$ cat config.mk
export PLATFORM = sky130hd
export DESIGN_NAME = calendar_date_register_add_days
export DESIGN_NICKNAME = d
export VERILOG_FILES = /design/src/rtl/cdrad_pkg.sv /design/src/rtl/calendar_date_register_add_days.sv
export SDC_FILE = /design/constraint.sdc
export NUM_CORES = 1
export LEC_CHECK = 0
export BUFFER_PORTS_ARGS = -buffer_cell sky130_fd_sc_hd__clkbuf_2
export CAP_MARGIN = 15
export CORE_AREA = 2 2 190 192
export DETAILED_ROUTE_END_ITERATION = 7
export DIE_AREA = 0 0 192 194
export GPL_TIMING_DRIVEN = 1
export PLACE_DENSITY = 0.67
export SLEW_MARGIN = 10
export SYNTH_ARGS = -nofsm -noshare
export SYNTH_HDL_FRONTEND = slang
export SYNTH_SLANG_ARGS = --single-unit
$ cat constraint.sdc
create_clock -name clk -period 4.4 [get_ports clk]
set_input_delay 1.1 -clock clk [delete_from_list [all_inputs] [get_ports clk]]
set_output_delay 1.1 -clock clk [all_outputs]
set_load 0.05 [all_outputs]
$ cat src/rtl/cdrad_pkg.sv
// Shared types, codes and calendar tables for the date register.
// No dependencies; imported by calendar_date_register_add_days and tb.
package cdrad_pkg;

	// Operation carried in the tuser field of an input beat
	typedef enum logic [1:0] {
		MODE_LOAD    = 2'd0,
		MODE_ADVANCE = 2'd1,
		MODE_COMPARE = 2'd2,
		MODE_NONE    = 2'd3
	} mode_t;

	// Compare outcome
	localparam logic [1:0] ORDER_EQUAL   = 2'd0;
	localparam logic [1:0] ORDER_LATER   = 2'd1;
	localparam logic [1:0] ORDER_EARLIER = 2'd2;

	// Configuration register indexes
	localparam logic REG_MIN_YEAR = 1'b0;
	localparam logic REG_MAX_YEAR = 1'b1;

	// Field widths
	localparam int unsigned MonthW = 4;
	localparam int unsigned DayW   = 5;
	localparam int unsigned YearW  = 14;
	localparam int unsigned CountW = 12;
	localparam int unsigned OrdW   = 9;

	// Reciprocal of 100: floor(y * 5243 / 2^19) == y / 100 for y below 43699
	localparam logic [12:0] RECIP_100 = 13'd5243;

	// Month length, 0 for codes that are no month
	function automatic logic [4:0] days_in_month(input logic [3:0] m, input logic lp);
		logic [4:0] len;
		unique case (m)
			4'd1, 4'd3, 4'd5, 4'd7, 4'd8, 4'd10, 4'd12: len = 5'd31;
			4'd4, 4'd6, 4'd9, 4'd11:                  len = 5'd30;
			4'd2:                                       len = lp ? 5'd29 : 5'd28;
			default:                                    len = 5'd0;
		endcase
		return len;
	endfunction

	// Days in the months before month m of a common year
	function automatic logic [8:0] days_before(input logic [3:0] m);
		logic [8:0] sum;
		unique case (m)
			4'd2:    sum = 9'd31;
			4'd3:    sum = 9'd59;
			4'd4:    sum = 9'd90;
			4'd5:    sum = 9'd120;
			4'd6:    sum = 9'd151;
			4'd7:    sum = 9'd181;
			4'd8:    sum = 9'd212;
			4'd9:    sum = 9'd243;
			4'd10:   sum = 9'd273;
			4'd11:   sum = 9'd304;
			4'd12:   sum = 9'd334;
			default: sum = 9'd0;
		endcase
		return sum;
	endfunction

endpackage

$ cat src/rtl/calendar_date_register_add_days.sv
// Calendar date register: load, advance by a day count, compare.
// Depends on cdrad_pkg (mode codes, month tables).
//
// Each beat runs the leap check (ST_LMUL, ST_LCHK), ST_EXEC for load and advance,
// then ST_OUT; a rejection re-runs the leap check. An advance steps by months, skips
// whole years from 1 January, ends with a partial month, redoes the leap check per year.
// One beat at a time: a leap-year unit (reciprocal multiply, then check) and a
// month/year stepper are reused; s_tready is high only while idle.
// A finished result waits in the output register while the next beat enters.
// Reset: date 1 January 2000, window (1899, 9999], no result pending.
module calendar_date_register_add_days (
	input  logic        clk,
	input  logic        arst_n,
	// input beats
	input  logic        s_tvalid,
	output logic        s_tready,
	input  logic [39:0] s_tdata,   // month_in[3:0], day_in[8:4], year_in[22:9], day_count[34:23]
	input  logic [1:0]  s_tuser,   // mode[1:0]
	// result beats
	output logic        m_tvalid,
	input  logic        m_tready,
	output logic [39:0] m_tdata,   // ok[0], order[2:1], month_out[6:3], day_out[11:7],
	                               // year_out[25:12], day_of_year[34:26]
	// configuration writes
	input  logic        cfg_wen,
	input  logic        cfg_addr,
	input  logic [13:0] cfg_wdata
);
	import cdrad_pkg::*;

	typedef enum logic [2:0] {
		ST_IDLE,
		ST_LMUL,
		ST_LCHK,
		ST_EXEC,
		ST_OUT
	} state_t;

	state_t        state_q;
	mode_t         mode_q;
	logic [3:0]    in_month_q;
	logic [4:0]    in_day_q;
	logic [13:0]   in_year_q;
	logic [11:0]   rem_q;
	logic [3:0]    nm_q;
	logic [4:0]    nd_q;
	logic [14:0]   ny_q;
	logic [14:0]   wy_q;
	logic [8:0]    q_q;
	logic          leap_q;
	logic          final_q;
	logic          ok_q;
	logic [1:0]    order_q;
	logic [3:0]    cur_month_q;
	logic [4:0]    cur_day_q;
	logic [13:0]   cur_year_q;
	logic [13:0]   min_year_q;
	logic [13:0]   max_year_q;
	logic          out_valid_q;
	logic [39:0]   out_data_q;

	// input beat fields
	logic [3:0]    s_month;
	logic [4:0]    s_day;
	logic [13:0]   s_year;
	logic [11:0]   s_count;
	mode_t         s_mode;
	logic [1:0]    cmp_order;

	assign s_month = s_tdata[3:0];
	assign s_day   = s_tdata[8:4];
	assign s_year  = s_tdata[22:9];
	assign s_count = s_tdata[34:23];
	assign s_mode  = mode_t'(s_tuser);

	assign s_tready = (state_q == ST_IDLE);
	assign m_tvalid = out_valid_q;
	assign m_tdata  = out_data_q;

	// raw ordering of the given date against the stored one
	always_comb begin
		priority if (s_year != cur_year_q) begin
			cmp_order = (s_year > cur_year_q) ? ORDER_LATER : ORDER_EARLIER;
		end else if (s_month != cur_month_q) begin
			cmp_order = (s_month > cur_month_q) ? ORDER_LATER : ORDER_EARLIER;
		end else if (s_day != cur_day_q) begin
			cmp_order = (s_day > cur_day_q) ? ORDER_LATER : ORDER_EARLIER;
		end else begin
			cmp_order = ORDER_EQUAL;
		end
	end

	// leap unit: quotient by 100 through reciprocal, then divisibility check
	logic [27:0]   recip_prod;
	logic [15:0]   hund;
	logic          leap_calc;

	assign recip_prod = 28'(wy_q) * 28'(RECIP_100);
	assign hund       = 16'({q_q, 6'b0}) + 16'({q_q, 5'b0}) + 16'({q_q, 2'b0});
	assign leap_calc  = (wy_q[1:0] == 2'b00) &&
	                    ((hund != 16'(wy_q)) || (q_q[1:0] == 2'b00));

	// load check
	logic [4:0]    load_len;
	logic          load_ok;

	assign load_len = days_in_month(in_month_q, leap_q);
	assign load_ok  = (load_len != 5'd0) && (in_day_q != 5'd0) && (in_day_q <= load_len) &&
	                  (in_year_q > min_year_q) && (in_year_q <= max_year_q);

	// month/year stepper
	logic [4:0]    walk_len;
	logic [4:0]    walk_left;
	logic [8:0]    year_len;
	logic          at_year_start;

	assign walk_len      = days_in_month(nm_q, leap_q);
	assign walk_left     = walk_len - nd_q;
	assign year_len      = leap_q ? 9'd366 : 9'd365;
	assign at_year_start = (nm_q == 4'd1) && (nd_q == 5'd1);

	// ordinal of the stored date
	logic [8:0]    ordinal;

	assign ordinal = days_before(cur_month_q) + 9'(cur_day_q) +
	                 9'(leap_q && (cur_month_q > 4'd2));

	// sequencer, date state and output register
	always_ff @(posedge clk or negedge arst_n) begin
		if (!arst_n) begin
			state_q     <= ST_IDLE;
			mode_q      <= MODE_NONE;
			in_month_q  <= '0;
			in_day_q    <= '0;
			in_year_q   <= '0;
			rem_q       <= '0;
			nm_q        <= 4'd1;
			nd_q        <= 5'd1;
			ny_q        <= '0;
			wy_q        <= '0;
			q_q         <= '0;
			leap_q      <= 1'b0;
			final_q     <= 1'b0;
			ok_q        <= 1'b0;
			order_q     <= ORDER_EQUAL;
			cur_month_q <= 4'd1;
			cur_day_q   <= 5'd1;
			cur_year_q  <= 14'd2000;
			min_year_q  <= 14'd1899;
			max_year_q  <= 14'd9999;
			out_valid_q <= 1'b0;
			out_data_q  <= '0;
		end else begin
			// configuration writes
			if (cfg_wen) begin
				unique case (cfg_addr)
					REG_MIN_YEAR: min_year_q <= cfg_wdata;
					REG_MAX_YEAR: max_year_q <= cfg_wdata;
				endcase
			end

			// result taken; the output state reloads it on its own
			if (out_valid_q && m_tready && (state_q != ST_OUT)) begin
				out_valid_q <= 1'b0;
			end

			unique case (state_q)
				ST_IDLE: begin
					if (s_tvalid) begin
						mode_q     <= s_mode;
						in_month_q <= s_month;
						in_day_q   <= s_day;
						in_year_q  <= s_year;
						rem_q      <= s_count;
						nm_q       <= cur_month_q;
						nd_q       <= cur_day_q;
						ny_q       <= 15'(cur_year_q);
						ok_q       <= (s_mode == MODE_COMPARE);
						order_q    <= (s_mode == MODE_COMPARE) ? cmp_order : ORDER_EQUAL;
						wy_q       <= (s_mode == MODE_LOAD) ? 15'(s_year) : 15'(cur_year_q);
						final_q    <= (s_mode == MODE_COMPARE) || (s_mode == MODE_NONE);
						state_q    <= ST_LMUL;
					end
				end
				ST_LMUL: begin
					q_q     <= recip_prod[27:19];
					state_q <= ST_LCHK;
				end
				ST_LCHK: begin
					leap_q  <= leap_calc;
					state_q <= final_q ? ST_OUT : ST_EXEC;
				end
				ST_EXEC: begin
					if (mode_q == MODE_LOAD) begin
						if (load_ok) begin
							cur_month_q <= in_month_q;
							cur_day_q   <= in_day_q;
							cur_year_q  <= in_year_q;
							ok_q        <= 1'b1;
							state_q     <= ST_OUT;
						end else begin
							wy_q    <= 15'(cur_year_q);
							final_q <= 1'b1;
							state_q <= ST_LMUL;
						end
					end else if (rem_q == '0) begin
						// advance finished: commit if the year does not pass the window's upper bound
						if (ny_q <= 15'(max_year_q)) begin
							cur_month_q <= nm_q;
							cur_day_q   <= nd_q;
							cur_year_q  <= ny_q[13:0];
							ok_q        <= 1'b1;
							state_q     <= ST_OUT;
						end else begin
							wy_q    <= 15'(cur_year_q);
							final_q <= 1'b1;
							state_q <= ST_LMUL;
						end
					end else if (at_year_start && (12'(year_len) <= rem_q)) begin
						// skip a whole year
						rem_q   <= rem_q - 12'(year_len);
						ny_q    <= ny_q + 15'd1;
						wy_q    <= ny_q + 15'd1;
						state_q <= ST_LMUL;
					end else if (rem_q <= 12'(walk_left)) begin
						nd_q  <= nd_q + rem_q[4:0];
						rem_q <= '0;
					end else begin
						// step to the first of the next month
						rem_q <= rem_q - 12'(walk_left) - 12'd1;
						nd_q  <= 5'd1;
						if (nm_q == 4'd12) begin
							nm_q    <= 4'd1;
							ny_q    <= ny_q + 15'd1;
							wy_q    <= ny_q + 15'd1;
							state_q <= ST_LMUL;
						end else begin
							nm_q <= nm_q + 4'd1;
						end
					end
				end
				ST_OUT: begin
					if (!out_valid_q || m_tready) begin
						out_valid_q <= 1'b1;
						out_data_q  <= {5'd0, ordinal, cur_year_q, cur_day_q, cur_month_q,
						                order_q, ok_q};
						state_q     <= ST_IDLE;
					end
				end
				default: state_q <= ST_IDLE;
			endcase
		end
	end

	// stored date always has month 1 to 12 and a day within that month's leap-year length
	a_cur_date_valid: assert property (@(posedge clk) disable iff (!arst_n)
		(cur_month_q >= 4'd1) && (cur_month_q <= 4'd12) && (cur_day_q >= 5'd1) &&
		(cur_day_q <= days_in_month(cur_month_q, 1'b1)))
		else $error("stored date out of calendar range");

	// an accepted beat keeps the block busy for at least the leap check
	a_busy_after_accept: assert property (@(posedge clk) disable iff (!arst_n)
		(s_tvalid && s_tready) |=> (!s_tready ##1 !s_tready))
		else $error("input accepted while previous beat in progress");

	// a pending result never shows an ordinal outside a year
	a_ordinal_range: assert property (@(posedge clk) disable iff (!arst_n)
		m_tvalid |-> ((m_tdata[34:26] >= 9'd1) && (m_tdata[34:26] <= 9'd366)))
		else $error("day of year out of range");

	// leaving the output state always posts a result
	a_out_posts: assert property (@(posedge clk) disable iff (!arst_n)
		((state_q == ST_OUT) && (!out_valid_q || m_tready)) |=> (m_tvalid && s_tready))
		else $error("result not posted on completion");

endmodule

==> run metrics <==
share of layout cells above drive strength 1 21.7%; Worst Hold End mode_q[1]$_DFFE_PN1P_; # setup viols final 8; synth warn 0; synthesized area per cell 9.35 um^2; cell repeated most along the worst path fa_1; Worst Hold Class reg -> reg; cell family with most CP delay adder cells; final std cells w/o fill 2339; FF-to-FF setup slack -0.23 ns; Die Width 192 um; H-tree depth 4; worst endpoint data arrival time 4.93 ns; max incr delay on CP 0.60 ns; CP Launch Type flop; IO buf count 93; Worst Setup End Kind flop; RSZ-0062 raised after global routing yes; Routed Wire Length 42.0 mm; kind of critical path reg -> reg; placed cell count 2286; final antenna-violating net count 0; GR Overflow Total 0; drt first pass iters 6; hold path cells 2; Synth Instances 1676; Area growth, synth to finish 18.6%; chip height 194 um; Reg-to-Reg Start wy_q[9]$_DFFE_PN0P_; Clock Root Buffer clkbuf_16; Worst R2R End q_q[6]$_DFFE_PN0P_; Synth Register Bits 180; initial core utilization 44.5%; detailed-route via count 12900; row cnt 69; CTS tree done; DPL Wire Length 32.2 mm; violated checks negative setup slack; core area 0.0352 mm^2; Final Util 52.7%; Clock transition at path regs 0.07 ns; FMAX 216 MHz; Buf/Inv on CP 3; final setup TNS -1.37 ns; Seq/Total Area, Yosys 29.0%; EDFF count, synth 0; gr usage total 23.0%; largest net degree at the start of global routing 118; Syn Std Cell Area 0.0157 mm^2; initial antenna violation count 1; Slew @ Worst Pin 1.01 ns; CP max stage cell fa_1; ys async rst share 100%; fin crit period 4.63 ns; Rel. slew slack 33.0%; Placement Cell Area 0.0173 mm^2; io pins 104; CP max FO 3; Die Footprint 0.0372 mm^2; total CTS buffers 17; Top FF cell, synth dfrtp_1; HP Start mode_q[1]$_DFFE_PN1P_; DRC 0; Final Hold Viols 0; MaxCap Viol Count 0; gp weighted congestion 0.894; NumNets Final 2225; run status finished, violations left; CP required 4.69 ns; vias per cell 5.49; worst-skew pair later-pin latency 0.45 ns; number of global-route vias before repair 13000; clock skew 0.0126 ns; Hold Buf Count CTS 0; Reg2Reg Depth 16; drt wl/cell 18.0 um; count of different cell masters after synthesis 80; Initial DRC Count 780; CTS sink count 180; first-pass GRT wire length 67.9 mm; worst-case clock buffer depth 2; Final Worst Setup Slack -0.233 ns; Max Slew Vio Count 0; period utilization 105%; design area 0.0186 mm^2; CP cell instances buf_6 > ha_4 > inv_2 > fa_1 > fa_1 > inv_2 > fa_1 > fa_1 > ha_4 > nand4_1 > o22ai_2 > a31oi_4 > nand4_1 > a31o_2 > a211oi_2 > o31ai_1
## kinds of logic (layout without fill, tap and decap cells)
group           after synthesis  count (layout)  share of synthesized area (%)
other cells                   1               6                         0.0239
flops                       180             180                           29.0
buf+inv                     288             485                           7.17
mux                          87              87                           5.78
compound gates              366             366                           15.0
simple gates                393             393                           11.8
xor+xnor                     62              62                           3.47
fa+ha+maj                   299             299                           27.8
## worst min-delay path, cell delays in order, from the launching register on
cell and delay [ns]:
dfstp_2 0.38, nand2_1 0.05, nand2_1 0.04
## state kept, by name, summed over array words and instances, names as in the netlist, 9 cells and up
signal	cells
q_q	9
cur_year_q	14
m_tdata	35
max_year_q	14
ny_q	15
rem_q	12
wy_q	15
in_year_q	14
min_year_q	14
## synth_stat cells (all sizes together) (11+ instances only)
master	count	area [um^2]
a211oi	12	90.1
a21o	29	218
a21oi	79	399
a221oi	15	131
a31oi	13	81.3
buf	23	129
clkbuf	37	139
dfrtp	152	3800
dfstp	28	736
fa	81	1620
ha	218	2730
inv	227	852
mux2	28	315
mux2i	59	591
nand2	189	709
nand3	26	130
nand4	25	156
nor2	56	210
nor2b	11	68.8
nor3	25	130
o21a	13	97.6
o21ai	110	551
o22ai	15	93.8
o31ai	11	82.6
xnor2	38	333
xor2	24	210
## metal layers
layer,GRT usage (%),wire [um],vias to the layer above
met5,0,0,-
met4,8.45,1340,0
met3,3.15,1680,92
met2,37.6,20100,307
met1,31.1,18900,6274
li1,-,-,6177
## how the worst max path moves through the flow
stage,startpoint,to,slack [ns],cells past startpoint
2_1_floorplan,wy_q[8]$_DFFE_PN0P_,q_q[6]$_DFFE_PN0P_,-0.01,17
3_3_place_gp,wy_q[11]$_DFFE_PN0P_,q_q[6]$_DFFE_PN0P_,-0.38,16
3_5_place_dp,wy_q[10]$_DFFE_PN0P_,q_q[2]$_DFFE_PN0P_,-0.38,16
4_1_cts,wy_q[10]$_DFFE_PN0P_,q_q[2]$_DFFE_PN0P_,-0.23,16
5_1_grt,wy_q[9]$_DFFE_PN0P_,q_q[6]$_DFFE_PN0P_,-0.38,16
6_report,wy_q[9]$_DFFE_PN0P_,q_q[6]$_DFFE_PN0P_,-0.23,16
## area by class of cell
type,instances,area [um^2]
fillers,3203,16600
multi-input cells,1212,10500
flip-flops and latches,180,4550
repair buffers,225,1510
inverters,228,856
well taps,461,577
clock buffers,20,457
clock inverters,12,166
diodes,1,2.50
## what timing repair did
action                                  4_1_cts  5_1_grt
endpoints found under the setup margin       30       57
pin swaps                                    57       28
endpoints found under the hold margin         0        0
setup buffers                                12        8
gates resized for setup                      55       56
gates cloned                                  0        0
## placed cells by master (no fill, tap or decap), types with 25 or more instances in the layout
master and count:
ha_1 198, xnor2_1 37, a21o_1 29, dfstp_2 28, inv_1 214, buf_4 122
a21oi_1 73, dfrtp_1 144, mux2i_1 59, o21ai_0 94, nand2_1 186, nor2_1 55
clkbuf_2 92, fa_1 76, nand4_1 25
## metrics by stage
stage / hold WS [ns] / worst slack [ns]
final: 0.473 / -0.233
after global routing: 0.489 / -0.378
after detailed placement: 0.459 / -0.384
after CTS: 0.471 / -0.228
after global placement: 0.457 / -0.376
after floorplan: 0.443 / -0.0120
Power is not shown: default switching activity piles up to over one toggle a cycle in this logic, so the estimate is an artifact.
